===== config.mk =====
export PLATFORM = sky130hd
export DESIGN_NAME = gbs_fifo
export DESIGN_NICKNAME = d
export VERILOG_FILES = /design/src/rtl/core/gbs_pkg.sv /design/src/rtl/core/gbs_fifo.sv
export SDC_FILE = /design/constraint.sdc
export NUM_CORES = 1
export LEC_CHECK = 0
export BUFFER_PORTS_ARGS = -buffer_cell sky130_fd_sc_hd__clkbuf_2
export CAP_MARGIN = 10
export CORE_MARGIN = 2
export CORE_UTILIZATION = 40
export CTS_CLUSTER_DIAMETER = 200
export DETAILED_ROUTE_END_ITERATION = 8
export GPL_TIMING_DRIVEN = 0
export PLACE_DENSITY_LB_ADDON = 0.1
export SLEW_MARGIN = 20
export SYNTH_ARGS = -nofsm -noshare
export SYNTH_HDL_FRONTEND = slang
export SYNTH_SLANG_ARGS = --single-unit

===== constraint.sdc =====
create_clock -name clk -period 3.6 [get_ports clk]
set_input_delay 0 -clock clk [delete_from_list [all_inputs] [get_ports clk]]
set_output_delay 0 -clock clk [all_outputs]
set_load 0.01 [all_outputs]

===== src/rtl/core/gbs_pkg.sv =====
// Shared types and constants of the grid bilinear sampler.
// No dependencies; every other file of the block but gbs_check imports it.
package gbs_pkg;

  localparam int IDX_W       = 10;
  localparam int MAG_W       = 32;
  localparam int STEP_W      = 31;
  localparam int QUO_W       = 48;
  localparam int DIV_STAGES  = QUO_W;
  localparam int FRAC_W      = 17;
  localparam int CNT_W       = 11;
  localparam int FIFO_DEPTH  = 4;
  localparam int FIFO_PTR_W  = 2;

  localparam logic CMD_WRITE = 1'b0;
  localparam logic CMD_QUERY = 1'b1;

  typedef enum logic [2:0] {
    CFG_X_ORIGIN  = 3'd0,
    CFG_X_SPACING = 3'd1,
    CFG_Y_ORIGIN  = 3'd2,
    CFG_Y_SPACING = 3'd3,
    CFG_COLUMNS   = 3'd4,
    CFG_ROWS      = 3'd5
  } cfg_idx_t;

  typedef struct packed {
    logic signed [31:0] x_origin;
    logic [30:0]        x_spacing;
    logic signed [31:0] y_origin;
    logic [30:0]        y_spacing;
    logic [6:0]         columns_used;
    logic [6:0]         rows_used;
  } gbs_cfg_t;

  typedef struct packed {
    logic                     cmd;
    logic [5:0]               col;
    logic [5:0]               row;
    logic [15:0]              height;
    logic [IDX_W-1:0]         ix;
    logic [IDX_W-1:0]         iy;
    logic signed [FRAC_W-1:0] tx;
    logic signed [FRAC_W-1:0] ty;
  } q_item_t;

  typedef struct packed {
    logic [IDX_W-1:0]         idx;
    logic signed [FRAC_W-1:0] frac;
  } loc_t;

  function automatic loc_t locate(input logic [QUO_W-1:0] q, input logic neg,
                                  input logic [CNT_W-1:0] n);
    loc_t             res;
    logic [31:0]      imag;
    logic [15:0]      f;
    logic [CNT_W-1:0] nm1;
    logic [CNT_W-1:0] nm2;
    imag = q[QUO_W-1:16];
    f    = q[15:0];
    nm1  = n - CNT_W'(1);
    nm2  = n - CNT_W'(2);
    if (neg) begin
      res.idx  = '0;
      res.frac = (imag == 32'd0) ? -$signed({1'b0, f}) : '0;
    end else if (imag >= {{(32-CNT_W){1'b0}}, nm1}) begin
      res.idx  = nm2[IDX_W-1:0];
      res.frac = '0;
    end else begin
      res.idx  = imag[IDX_W-1:0];
      res.frac = $signed({1'b0, f});
    end
    return res;
  endfunction

endpackage


===== src/rtl/core/gbs_fifo.sv =====
// Short queue between front and back end.
// Depends on gbs_pkg for the entry type and depth.
module gbs_fifo (
  input  logic             clk,
  input  logic             rst_n,
  input  logic             push,
  input  gbs_pkg::q_item_t push_item,
  output logic             full,
  input  logic             pop,
  output logic             valid,
  output gbs_pkg::q_item_t head
);
  import gbs_pkg::*;

  q_item_t               mem_r [FIFO_DEPTH];
  logic [FIFO_PTR_W-1:0] wr_ptr_r;
  logic [FIFO_PTR_W-1:0] rd_ptr_r;
  logic [FIFO_PTR_W:0]   count_r;
  logic                  do_pop;

  assign full   = count_r == (FIFO_PTR_W+1)'(FIFO_DEPTH);
  assign valid  = count_r != '0;
  assign head   = mem_r[rd_ptr_r];
  assign do_pop = pop && valid;

  always_ff @(posedge clk) begin
    if (!rst_n) begin
      wr_ptr_r <= '0;
      rd_ptr_r <= '0;
      count_r  <= '0;
    end else begin
      if (push) begin
        wr_ptr_r <= wr_ptr_r + FIFO_PTR_W'(1);
      end
      if (do_pop) begin
        rd_ptr_r <= rd_ptr_r + FIFO_PTR_W'(1);
      end
      priority if (push && !do_pop) begin
        count_r <= count_r + (FIFO_PTR_W+1)'(1);
      end else if (do_pop && !push) begin
        count_r <= count_r - (FIFO_PTR_W+1)'(1);
      end
    end
  end

  always_ff @(posedge clk) begin
    if (push) begin
      mem_r[wr_ptr_r] <= push_item;
    end
  end

endmodule


### Word-level counts from Yosys, hierarchy flattened

Memory sizes are Yosys's and may differ from the RTL's. A register that Yosys moved wholly into a read port is not among the register bits.
Index checks and enable logic that the tools add are counted.
W data, S select, Z words.

| word-level totals | value |
|---|---|
| flip-flop bits (word level) | 7 |
| logic and storage cells | 22 |
| input bits | 87 |
| output and inout port bits | 85 |
| RAM bits | 332 |
| memories kept | 1 |

Memory list:

| name | depth | bits a word | read ports | clocked after memory_dff | write ports | RTL line | text |
|---|---|---|---|---|---|---|---|
| mem_r | 4 | 83 | 1 | 1 | 1 | gbs_fifo.sv:15 | `q_item_t mem_r [FIFO_DEPTH];` |

| operators by class | value |
|---|---|
| reductions and logical operators | 7 |
| equality and inequality tests | 1 |
| muxes and demuxes | 6 |
| $add $sub $neg | 4 |

Operators with widths:

| kind | count |
|---|---|
| $mux W3 | 2 |
| $add A2 B1 Y2 const B | 2 |
| $mux W2 | 2 |
| $add A3 B1 Y3 const B | 1 |
| $eq A3 B3 Y1 const B | 1 |
| $logic_and A1 B1 Y1 | 3 |
| $reduce_bool A3 Y1 | 1 |
| $sub A3 B1 Y3 const B | 1 |
| $logic_not A1 Y1 | 2 |
| $mux W1 | 2 |
| $reduce_bool A2 Y1 | 1 |

### Depth between registers and ports, before layout

Gate-level depths: netlist of the first run.

| logic depth | value |
|---|---|
| depth in word-level cells | 5 |
| gate-level depth with buffers | 7 |

### Worst setup path after synthesis of the first run

OpenSTA, ideal clock, no wires.

| path | value |
|---|---|
| path kind | reg2reg |
| from | reg wr_ptr_r[0] |
| to | mem mem_r[0][0] in the netlist's numbering, enable pin |
| arrival time | 2.471 ns |
| path slack | 0.678 ns |
| stages on the path, launching flop included | 4 |
| library setup time | 0.450 ns |
| required time | 3.150 ns |
| path through | dfxtp_1 > inv_1 > ha_1 > and2_1 |

RTL lines:

| item | RTL line | text |
|---|---|---|
| start, declared | gbs_fifo.sv:16 | `logic [FIFO_PTR_W-1:0] wr_ptr_r;` |
| start signal, assigned | gbs_fifo.sv:33 | `wr_ptr_r <= wr_ptr_r + FIFO_PTR_W'(1);` |
| end, declared | gbs_fifo.sv:15 |  |

Straight into the memory's write port.

### Worst setup path in the final report of the first run

| path | value |
|---|---|
| from | reg count_r[0] |
| to | reg count_r[2] |

| on the way | value |
|---|---|
| word-level cells in the longest chain between the ends | 5 |
| elaborated cells on any way between the ends | 10 |
| those cells by class | add/sub: 2; mux: 2; reduce/logical: 6 |

RTL lines:

| item | RTL line | text |
|---|---|---|
| start, declared | gbs_fifo.sv:18 | `logic [FIFO_PTR_W:0] count_r;` |
| start signal, assigned | gbs_fifo.sv:39 | `count_r <= count_r + (FIFO_PTR_W+1)'(1);` |
| start signal, assigned | gbs_fifo.sv:41 | `count_r <= count_r - (FIFO_PTR_W+1)'(1);` |
| branches (longest 5 deep; another with $sub A3 B1 Y3) | - |  |

Parallel ways; which one is timed is not known. The select of a mux whose other input is x is not followed.
A chain may end at the register's enable or synchronous reset.

==> results of run 1 <==
==> power by group through the flow <==
stage	sequential [mW]	clock [mW]	combinational [mW]
global route	4.66	3.62	2.45
finish	4.64	3.34	2.26
CTS	4.64	3.45	2.34
floorplan	4.72	0	1.46
detailed placement	4.73	0	2.25
global placement	4.74	0	2.20
==> worst max path at each step <==
stage	from	endpoint	slack [ns]	depth (start not counted)
6_report	count_r[0]$_SDFFE_PN0P_	count_r[2]$_SDFFE_PN0P_	1.43	7
4_1_cts	count_r[1]$_SDFFE_PN0P_	count_r[2]$_SDFFE_PN0P_	1.42	7
3_5_place_dp	count_r[1]$_SDFFE_PN0P_	count_r[2]$_SDFFE_PN0P_	1.44	7
5_1_grt	count_r[1]$_SDFFE_PN0P_	count_r[2]$_SDFFE_PN0P_	1.29	7
2_1_floorplan	wr_ptr_r[0]$_SDFFE_PN0P_	mem_r[0][0]$_DFFE_PP_	0.68	3
3_3_place_gp	wr_ptr_r[0]$_SDFFE_PN0P_	mem_r[2][19]$_DFFE_PP_	-0.98	3
==> Yosys cell counts (all sizes together) <==
cell type and number:
clkbuf 1, ha 5, inv 3, o21ai 1
mux4 83, and2 9, o31ai 1, o311ai 1
dfxtp 9, or3 2, buf 17, nor3b 1
mux2i 2, xnor2 3, a21boi 1, xor2 2
fa 1, nor2b 2, edfxtp 332
==> final cells by class <==
class | instances | area share [%]
multi-input combinational | 114 | 13.6
inverter | 3 | 0.0710
timing repair buffer | 262 | 11.6
clock inverter | 20 | 0.750
clock buffer | 44 | 6.01
sequential | 341 | 64.0
buffer | 18 | 0.876
tap | 396 | 3.13
==> sequential cells by signal, summed over array words and instances, names as in the netlist, named ones only <==
name / count
count_r: 3
mem_r: 332
rd_ptr_r: 2
wr_ptr_r: 2
==> layer usage <==
metal,GRT usage [%],vias to the layer above
met5,0,-
met4,4.06,0
met3,3.46,39
met2,24.4,158
met1,18.8,3034
li1,-,2657
==> kinds of logic after synthesis <==
family	after synthesis
buf+inv	21
compound gates	4
fa+ha+maj	6
simple gates	14
flops	341
mux	85
xor+xnor	5
==> through the flow <==
step           power, mW  TNS, ns
2_1_floorplan       6.18        0
3_3_place_gp        6.94  -320.85
3_5_place_dp        6.98        0
4_1_cts             10.4        0
5_1_grt             10.7        0
6_report            10.2        0
==> timing repair <==
item | in CTS | in global routing
gates resized for setup | 0 | 0
hold buffers | 87 | 0
hold endpoints to repair | 341 | 0
==> impl_metrics.json, run 1 <==
{
  "n_antenna_cell": 0,
  "tightest_slew_ns": 0.733,
  "internal_power_mw": 7.68,
  "hold_start": "push_item[46]",
  "fill_cells": 2464,
  "rsz0062_at_grt": "false",
  "ir_worst_vdd_uv": 356,
  "path_clk_slew_ns": 0.06,
  "p_clk_share_pct": 32.6,
  "crit_slowest_cell": "dfxtp_1",
  "route.met2.wl_um": 11700,
  "htreeDepth": 2,
  "numCtsBuffers": 36,
  "seq_area_frac_synth_pct": 81.6,
  "path_buf_inv": 1,
  "grt_pass1_vias": 6453,
  "fin_skew_ns": 0.00836,
  "grtUsageTotal_pct": 14.4,
  "nNetsFinal": 869,
  "synth_compound_area_share_pct": 0.272,
  "clk_path_buf_depth": 3,
  "critPathRequiredTime_ns": 4.01,
  "rows": 64,
  "start_util_pct": 40.7,
  "grt_max_degree": 43,
  "pin_count": 172,
  "max_freq_mhz": 461,
  "wl_um": 23300,
  "postSynthCellCount": 476,
  "root_buffer": "clkbuf_16",
  "crit_type": "reg -> reg",
  "finalSetupViolCount": 0,
  "critPathCaptureType": "flip-flop",
  "clk-insertion-delay-late_ns": 0.50,
  "stdcell_count": 1198,
  "slew_violations": 0,
  "post-route-util_pct": 51.8,
  "worstHoldEndpoint": "mem_r[1][46]$_DFFE_PP_",
  "slew_headroom_pct": 51.1,
  "status": "complete, no violations",
  "dp_hpwl_um": 13800,
  "synth_top_family_by_area": "multiplexers",
  "synthTopCellsByArea": "edfxtp_1 80%, mux4_2 15%, dfxtp_1 1.4%",
  "ys_ff_latch": 341,
  "drtIter0Drc": 328,
  "avgViaCountPerCell": 4.91,
  "antenna_found_initial": 0,
  "synth_xor_area_share_pct": 0.352,
  "muxShareOfSynthArea_pct": 15.2,
  "synthDominantCellAreaShare_pct": 80.2,
  "dpl_cell_area_mm2": 0.0139,
  "min_delay_path_depth": 2,
  "overflow": 0,
  "drc_errors": 0,
  "start_kind": "flip-flop",
  "die_h_um": 180,
  "crit_family": "adder cells",
  "dr_wl_met3_um": 1190,
  "synth_cell_type_count": 20,
  "pwr-share-seq_pct": 45.4,
  "yosysWarnings": 0,
  "synthAdderAreaFrac_pct": 0.664,
  "cts_sinks": 341,
  "p_leak_nw": 5.44,
  "portBuffers": 171,
  "arrival_ns": 2.58,
  "stdcell_area_mm2": 0.0159,
  "drtAntennaViolNets": 0,
  "cts_tree": "yes",
  "path_cells": "o31ai_2 > ha_1 > inv_1 > fa_1 > xor2_1 > or3_1 > a21boi_0",
  "dpl_worst_slack_ns": 1.44,
  "syn_nets": 569,
  "syn_to_final_growth_pct": 27.4,
  "r2r_end": "count_r[2]$_SDFFE_PN0P_",
  "highest_layer": "met4",
  "power.share.switching_pct": 25.0,
  "wl_met1_um": 9940,
  "hold_class": "in -> reg",
  "postCtsSetupRepairBufs": 0,
  "synth_top_area_cell": "edfxtp_1",
  "r2r_cells": 7,
  "r2r_start": "count_r[0]$_SDFFE_PN0P_",
  "avgSynthCellArea_um2": 26.1,
  "worst-r2r-setup-slack_ns": 1.43,
  "period_needed_ns": 2.17,
  "cp_max_fo": 6,
  "layout_common_cells": "332 x edfxtp_1, 171 x clkbuf_2, 87 x dlygate4sd3_1, 83 x mux4_2, 37 x clkbuf_16",
  "post-route-period-util_pct": 60.3,
  "wl_per_cell_um": 19.5,
  "vias": 5888,
  "drive_above_1_share_pct": 40.9,
  "grt_pass1_wl_um": 36000,
  "dieArea_mm2": 0.0325,
  "syn-cell-area_mm2": 0.0124,
  "die_x_um": 180,
  "hold_slack_ns": 0.262,
  "power_density_mw_per_mm2": 646,
  "yosys.area_share.simple_pct": 0.714,
  "hold_viol": 0,
  "maxCapViolations": 0,
  "placed_cells": 1047,
  "first_pass_iters": 4,
  "slowest_delay_ns": 0.39,
  "final_common_cell": "edfxtp_1",
  "setup_ws_ns": 1.43,
  "multi_input_area_mm2": 0.00215,
  "coreArea_mm2": 0.0306,
  "p_sw_mw": 2.56,
  "routabilityCongestion": 0.692,
  "seqCellArea_mm2": 0.0101,
  "combPwrFrac_pct": 22.0
}
Power figures use the tool's default switching activity.
==> run 2: changes to the inputs <==
==> constraint.sdc (replaced) <==
create_clock -name clk -period 2.15 [get_ports clk]
set_input_delay 0 -clock clk [delete_from_list [all_inputs] [get_ports clk]]
set_output_delay 0 -clock clk [all_outputs]
set_load 0.01 [all_outputs]
==> run 2 against run 1 <==
- hold slack lost 0.013 ns
- combinational power up 68%
- die area is the same
- worst setup slack worse by 1.3 ns
- sequential share of layout area is 0.60 points lower
- maximum frequency rose by 6.8%
- largest cell class unchanged
- largest power group unchanged
- highest routed layer unchanged
==> impl_metrics.json, run 2 (same netlist as run 1, synthesis figures left out) <==
{
  "critPathLaunch": "count_r[1]$_SDFFE_PN0P_",
  "cts_tree": "yes",
  "highest_layer": "met4",
  "status": "complete, no violations",
  "power_density_mw_per_mm2": 1090,
  "ir_worst_vdd_uv": 679,
  "routabilityCongestion": 0.706,
  "dieArea_mm2": 0.0325,
  "hold_viol": 0,
  "largest_reg_flops": 332,
  "portBuffers": 171,
  "tightest_slew_ns": 0.710,
  "dr_wl_met3_um": 1190,
  "drive_above_1_share_pct": 41.7,
  "p_clk_share_pct": 33.8,
  "slew_violations": 0,
  "p_leak_nw": 5.50,
  "nNetsFinal": 872,
  "grtUsageTotal_pct": 14.8,
  "stdcell_count": 1203,
  "r2r_start": "count_r[1]$_SDFFE_PN0P_",
  "p_sw_mw": 4.34,
  "wl_per_cell_um": 19.8,
  "dpl_cell_area_mm2": 0.0140,
  "critPathRequiredTime_ns": 2.57,
  "power.share.switching_pct": 24.8,
  "dp_hpwl_um": 14200,
  "layout_common_cells": "332 x edfxtp_1, 171 x clkbuf_2, 87 x dlygate4sd3_1, 83 x mux4_2, 39 x clkbuf_16",
  "coreArea_mm2": 0.0306,
  "finalSetupViolCount": 0,
  "critPathCaptureType": "flip-flop",
  "final_common_cell": "edfxtp_1",
  "root_buffer": "clkbuf_16",
  "grt_max_degree": 45,
  "hold_start": "push_item[43]",
  "grt_pass1_vias": 6740,
  "htreeDepth": 2,
  "first_pass_iters": 6,
  "die_h_um": 180,
  "numCtsBuffers": 37,
  "clk-insertion-delay-late_ns": 0.51,
  "syn_to_final_growth_pct": 28.7,
  "period_needed_ns": 2.03,
  "overflow": 0,
  "stdcell_area_mm2": 0.0160,
  "reg_top3": "mem_r x332, count_r x3",
  "clk_path_buf_depth": 3,
  "path_clk_slew_ns": 0.06,
  "drtIter0Drc": 304,
  "slew_headroom_pct": 52.6,
  "wl_um": 23800,
  "combPwrFrac_pct": 21.7,
  "internal_power_mw": 13.2,
  "arrival_ns": 2.46,
  "rsz0062_at_grt": "true",
  "drc_errors": 0,
  "final.setup.tns_ns": 0,
  "drtAntennaViolNets": 0,
  "pwr-share-seq_pct": 44.5,
  "cp_max_fo": 6,
  "start_util_pct": 40.7,
  "maxCapViolations": 0,
  "antenna_found_initial": 1,
  "regMostFlops": "mem_r",
  "total_power_mw": 17.5,
  "vias": 5990,
  "grt_pass1_wl_um": 36900,
  "post-route-period-util_pct": 94.5,
  "crit_type": "reg -> reg",
  "pin_count": 172,
  "die_x_um": 180,
  "postCtsSetupRepairBufs": 0,
  "worst-r2r-setup-slack_ns": 0.12,
  "cts_sinks": 341,
  "wl_met1_um": 9890,
  "start_kind": "flip-flop",
  "hold_class": "in -> reg",
  "avgViaCountPerCell": 4.98,
  "max_freq_mhz": 492,
  "placed_cells": 1049,
  "fin_skew_ns": 0.00969,
  "route.met2.wl_um": 12200,
  "hold_slack_ns": 0.249,
  "rows": 64
}
==> run 2: path summary, 6_finish.rpt <==
kind                               to  cells after the start
max reg2reg   count_r[2]$_SDFFE_PN0P_                      7
min            mem_r[1][43]$_DFFE_PP_                      2
min reg2reg  wr_ptr_r[1]$_SDFFE_PN0P_                      2
max           count_r[2]$_SDFFE_PN0P_                      7
==> run 2: stage by stage <==
step | worst slack, ns | utilization [%]
2_1_floorplan | 0.140 | -
3_3_place_gp | -0.739 | 45.1
3_5_place_dp | -0.0108 | 45.7
4_1_cts | 0.00917 | 52.3
5_1_grt | -0.0145 | 52.3
6_report | 0.118 | 52.3
==> run 2: metal layers <==
metal	GRT usage, %	vias to the layer above
li1	-	2659
met2	25.5	161
met4	4.61	0
met1	18.7	3133
met3	3.46	37
met5	0	-
==> run 2: area by class of cell <==
type | instances | area, µm²
diodes | 1 | 2.50
plain buffers | 18 | 139
clock buffers | 45 | 998
clock inverters | 21 | 156
fillers | 2493 | 14600
inverters | 3 | 11.3
multi-input cells | 114 | 2160
flip-flops and latches | 341 | 10200
well taps | 396 | 495
repair buffers | 264 | 1890
==> run 2: worst max-delay path, stage by stage (launching register included) <==
cell and delay, ns:
dfxtp_2 0.36, o31ai_4 0.28, ha_2 0.24, inv_1 0.05
fa_1 0.37, xor2_1 0.18, or3_1 0.30, a21boi_1 0.18
==> run 2: power by group through the flow <==
stage | logic [mW] | registers [mW] | clock network, mW
4_1_cts | 3.93 | 7.78 | 6.11
3_5_place_dp | 3.77 | 7.92 | 0
5_1_grt | 4.15 | 7.81 | 6.38
6_report | 3.79 | 7.78 | 5.92
3_3_place_gp | 3.69 | 7.91 | 0
2_1_floorplan | 2.44 | 7.89 | 0
==> run 2: timing repair <==
item | CTS | global route
resized for setup | 2 | 3
hold buffers | 87 | 0
endpoints found under the hold margin | 341 | 0
setup endpoints to repair | 1 | 7
